<file path="src/vgn_pkg.sv">
// ============================================================================
// vgn_pkg - shared constants and types for the voxel gradient/normal block
// Field widths, configuration register indexes and reset values.
// ============================================================================
package vgn_pkg;

    localparam int SAMPLE_BITS_DEF = 16;

    localparam int WMIN_W     = 16;
    localparam int GAIN_W     = 32;
    localparam int GAIN_FRAC  = 16;
    localparam int SCALE_W    = 24;
    localparam int BYTE_W     = 8;
    localparam int MAG_W      = 32;
    localparam int MAG_SHIFT  = 9;   // Q.17 root to Q24.8 magnitude
    localparam int WIN_SAT_B  = 24;  // window differences at or above 2^24 saturate
    localparam int CFG_IDX_W  = 3;
    localparam int CFG_DATA_W = 32;
    localparam int NUM_AXES   = 3;
    localparam int DIV_STAGES = BYTE_W;

    typedef enum logic [CFG_IDX_W-1:0] {
        CFG_WINDOW_MIN  = 3'd0,
        CFG_WINDOW_GAIN = 3'd1,
        CFG_VALUES_ONLY = 3'd2,
        CFG_SCALE_X     = 3'd3,
        CFG_SCALE_Y     = 3'd4,
        CFG_SCALE_Z     = 3'd5
    } t_cfg_idx;

    localparam logic [WMIN_W-1:0]  WMIN_RST  = 16'd0;
    localparam logic [GAIN_W-1:0]  GAIN_RST  = 32'd65536;
    localparam logic [SCALE_W-1:0] SCALE_RST = 24'd65536;

    localparam logic [BYTE_W-1:0]  BYTE_ZERO     = 8'd0;
    localparam logic [BYTE_W-1:0]  BYTE_MAX      = 8'd255;
    localparam logic [BYTE_W-1:0]  NORMAL_CENTER = 8'd127;

endpackage

</file>
<file path="src/vgn_ndiv.sv">
// ============================================================================
// vgn_ndiv - pipelined 8-bit quotient restoring divider
// One quotient bit per stage; quotient known to fit in a byte.
// ============================================================================
module vgn_ndiv #(
    parameter int NUM_W = 52,
    parameter int DEN_W = 44
) (
    input  logic                       i_clk,
    input  logic                       i_rst_n,
    input  logic                       i_valid,
    input  logic [NUM_W-1:0]           i_num,
    input  logic [DEN_W-1:0]           i_den,
    output logic                       o_valid,
    output logic [vgn_pkg::BYTE_W-1:0] o_quo
);
    import vgn_pkg::*;

    logic              r_vld [1:DIV_STAGES];
    logic [NUM_W-1:0]  r_rem [1:DIV_STAGES];
    logic [DEN_W-1:0]  r_den [1:DIV_STAGES];
    logic [BYTE_W-1:0] r_quo [1:DIV_STAGES];

    for (genvar g = 0; g < DIV_STAGES; g++) begin : g_stage
        localparam int K = DIV_STAGES - 1 - g;
        logic              s_vld;
        logic [NUM_W-1:0]  s_rem;
        logic [DEN_W-1:0]  s_den;
        logic [BYTE_W-1:0] s_quo;
        logic [NUM_W-1:0]  s_dsh;
        logic [NUM_W-1:0]  n_rem;
        logic [BYTE_W-1:0] n_quo;

        if (g == 0) begin : g_in
            assign s_vld = i_valid;
            assign s_rem = i_num;
            assign s_den = i_den;
            assign s_quo = '0;
        end else begin : g_mid
            assign s_vld = r_vld[g];
            assign s_rem = r_rem[g];
            assign s_den = r_den[g];
            assign s_quo = r_quo[g];
        end

        assign s_dsh = NUM_W'(s_den) << K;

        always_comb begin
            n_rem = s_rem;
            n_quo = s_quo;
            if (s_rem >= s_dsh) begin
                n_rem = s_rem - s_dsh;
                n_quo = s_quo | (BYTE_W'(1) << K);
            end
        end

        always_ff @(posedge i_clk) begin
            if (!i_rst_n) begin
                r_vld[g+1] <= 1'b0;
            end else begin
                r_vld[g+1] <= s_vld;
            end
        end

        always_ff @(posedge i_clk) begin
            r_rem[g+1] <= n_rem;
            r_den[g+1] <= s_den;
            r_quo[g+1] <= n_quo;
        end
    end

    assign o_valid = r_vld[DIV_STAGES];
    assign o_quo   = r_quo[DIV_STAGES];

endmodule

</file>
<file path="config.mk">
export PLATFORM = sky130hd
export DESIGN_NAME = vgn_ndiv
export DESIGN_NICKNAME = d
export VERILOG_FILES = /design/src/vgn_pkg.sv /design/src/vgn_ndiv.sv
export SDC_FILE = /design/constraint.sdc
export NUM_CORES = 2
export LEC_CHECK = 0
export BUFFER_PORTS_ARGS = -buffer_cell sky130_fd_sc_hd__buf_2
export CORE_ASPECT_RATIO = 1.75
export CORE_MARGIN = 2
export CORE_UTILIZATION = 41
export DETAILED_ROUTE_END_ITERATION = 6
export MAX_ROUTING_LAYER = met4
export SYNTH_ARGS = -nofsm -noshare
export SYNTH_HDL_FRONTEND = slang
export SYNTH_SLANG_ARGS = --single-unit
</file>
<file path="constraint.sdc">
create_clock -name i_clk -period 3 [get_ports i_clk]
set_input_delay 0.15 -clock i_clk [delete_from_list [all_inputs] [get_ports i_clk]]
set_output_delay 0.15 -clock i_clk [all_outputs]
set_load 0.02 [all_outputs]
</file>
==> flow_summary.ini <==
[status]
status = complete, but fails checks
violations = negative setup slack

[sta]
setup_ws_ps = -299.4
finClkSkew_ps = 26.36
setup_violations = 136
fmax_mhz = 303.1
finalHoldViolCount = 0
tightest_slew_ps = 697.7
min_period_ps = 3299
drv_slew = 0
fin_setup_tns_ps = -15580
rsz0062_at_grt = yes
max_slew_margin_pct = 52.28
hold_ws_ps = 112.8
fin_crit_sh_pct = 110.0

[setup_path]
r2r_start = r_rem[0][58]
r2r-end = r_rem[0][150]
reg2reg_depth = 15
cp_max_fo = 3
reg2reg_slack_ps = -300
crit_path_end_kind = flip-flop
start_kind = flip-flop
critPathRequiredTime_ps = 3530
cp.arrival_ps = 3830
worst-setup-path-type = reg -> reg

[synth]
synthTopCellsByArea = dfxtp_1 38%, ha_1 12%, a21oi_1 5.6%
synthArstFlopShare_pct = 0
yosysWarnings = 0
yosys.area.top_type = dfxtp_1
synth_edf_count = 0
synth_cell_types = 95
ys_ff_latch = 716
synthCells = 4513
synth_flop_cell = dfxtp_1
syn_area_mm2 = 0.03800
ys_seq_area_share_pct = 37.72
syn_nets = 4971
avgSynthCellArea_um2 = 8.420
synth_top_area_share_pct = 37.72

[routing]
first_iter_violations = 1465
drc = 0
drt_first_pass_iters = 5
vias = 36200
wire_per_inst_um = 17.71
viasPerCell = 5.171
drtAntennaViolNets = 0
wl_um = 124000

[clock_tree]
clock_sinks = 716
clockBufferDepth = 3
clk_pin_slew_worst_paths_ps = 60
htreeDepth = 3
cts_root_buf = clkbuf_16
clk_latency_ps = 640
tritoncts = done
numCtsBuffers = 72

[layout]
nets = 6212
drive_above_1_share_pct = 34.84
area_growth_pct = 48.41

[power]
p_leak_nw = 26.34
p_clk_share_pct = 15.8
comb_power_share_pct = 60.2
seqPwrFrac_pct = 24.1
power.switching_w = 0.02326
p_per_area_mw_per_mm2 = 1052
power_switching_share_pct = 39.21
p_int_w = 0.03607
ir_drop_uv = 546.0

[place]
place_ws_ps = -624.4
io_buffers = 107
dpl.hpwl_um = 88710
routabilityCongestion = 0.9371

[global_route]
grt_pass1_vias = 37500
antenna_found_initial = 0
grt_pass1_wl_um = 186700
grt_remaining_overflow = 0
grt_use_total_pct = 25.67
grt_start_max_net_pins = 75

[hold_path]
whs_path_depth = 5
hold_end = r_rem[0][66]
hold_class = in -> reg
min_from = i_num[14]

[floorplan]
die_h_um = 406.7
pin_count = 108
die_area_mm2 = 0.09523
die_w_um = 234.1
start_util_pct = 41.40
core_area_mm2 = 0.09178
num_rows = 147

[job]
drv_cap = 0
## repair_timing
item                                    in CTS  in global routing
gates resized for setup                    531                489
pin swaps                                  176                274
setup buffers                               92                 66
cloned                                      21                 17
hold endpoints to repair                   104                  2
hold buffers                               100                  2
endpoints found under the setup margin     282                329
## power by group through the flow
stage,logic [W],clock network (W),registers [W]
final,0.0357,0.00936,0.0143
after global routing,0.0387,0.00993,0.0146
after CTS,0.0327,0.00961,0.0141
after detailed placement,0.0290,0,0.0141
after global placement,0.0288,0,0.0140
after floorplan,0.0175,0,0.0135
## layer usage
| metal | track usage (%) | wire length (µm) | vias to the layer above |
|---|---|---|---|
| li1 | - | - | 18200 |
| met1 | 22.54 | 42200 | 16790 |
| met2 | 49.62 | 69200 | 785 |
| met3 | 2.685 | 3036 | 430 |
| met4 | 18.75 | 9554 | 0 |
| met5 | - | 0 | - |
## worst max-delay path: stages (launching register included)
cell       delay, ps
dfxtp_2          330
inv_2             70
ha_4             140
inv_2             30
fa_2             330
a21o_1           180
a221o_2          390
a2111oi_4        290
buf_4            190
o41ai_4           80
a221oi_4         390
o31ai_4          120
a41oi_2          190
or3_4            190
nor4b_4          200
nor3_2            70
## state kept, by name (all words and copies together) (netlist names)
name / flops
r_rem: 364
r_den: 308
r_quo: 36
r_vld: 8
## placed cells by master, fill, tap and decap left out, types with 157 or more instances in the layout
| cell type | instances |
|---|---|
| a21o_1 | 203 |
| inv_1 | 401 |
| buf_4 | 1014 |
| nand2_1 | 348 |
| nor2_1 | 182 |
| dfxtp_1 | 643 |
| a21oi_1 | 365 |
| o21ai_0 | 250 |
| ha_1 | 284 |
| xnor2_1 | 157 |
## worst max-delay path by stage
stage / startpoint / endpoint / cells past startpoint
final: r_rem[0][58] / r_rem[0][150] / 15
after global routing: r_rem[0][58] / r_rem[0][154] / 15
after CTS: r_rem[0][58] / r_rem[0][154] / 15
after detailed placement: r_rem[0][109] / r_rem[0][207] / 15
after global placement: r_rem[0][109] / r_rem[0][207] / 15
after floorplan: r_rem[0][58] / r_rem[0][154] / 14
## kinds of logic (layout without fill, tap and decap cells)
| group | count (synthesis) | after routing | synth area share, % |
|---|---|---|---|
| mux | 26 | 26 | 0.7573 |
| xor+xnor | 304 | 304 | 7.007 |
| other cells | 0 | 1 | 0 |
| flops | 716 | 716 | 37.72 |
| compound gates | 1386 | 1386 | 22.51 |
| fa+ha+maj | 359 | 359 | 11.96 |
| simple gates | 1106 | 1106 | 13.78 |
| buf+inv | 616 | 1912 | 6.266 |
## stage by stage
step	cells	total power, W	util (%)	cell area [µm²]
3_3_place_gp	6615	0.04286	51.07	46870
2_1_floorplan	4513	0.03100	-	38040
3_5_place_dp	6615	0.04312	51.07	46870
5_1_grt	7001	0.06322	61.45	56390
4_1_cts	6951	0.05639	58.87	54030
6_report	7002	0.05934	61.45	56400
## cell usage after synthesis (all sizes together) (13+ instances only)
library cell,instances
nor2,232
nand2,431
a21o,203
o21a,37
nor4,23
o211ai,20
o21ai,402
xor2,142
or3,15
or2,13
and3,41
nand2b,30
nor3,45
inv,437
dfxtp,716
a211o,14
a31oi,48
a21oi,429
nor2b,35
ha,352
a211oi,15
o21bai,63
o31ai,24
and2,32
buf,43
mux2,22
nand3,70
xnor2,162
nand4,87
clkbuf,136
## area by class of cell
| cell class | instances | area, µm² |
|---|---|---|
| Clock inverter | 32 | 435.4 |
| Tap cell | 1192 | 1491 |
| Clock buffer | 97 | 2018 |
| Inverter | 437 | 1665 |
| Fill cell | 7718 | 35380 |
| Multi-Input combinational cell | 3181 | 25120 |
| Antenna cell | 1 | 2.502 |
| Timing Repair Buffer | 1346 | 11240 |
| Sequential cell | 716 | 14430 |
No activity file was read; power rests on OpenSTA's default activity.
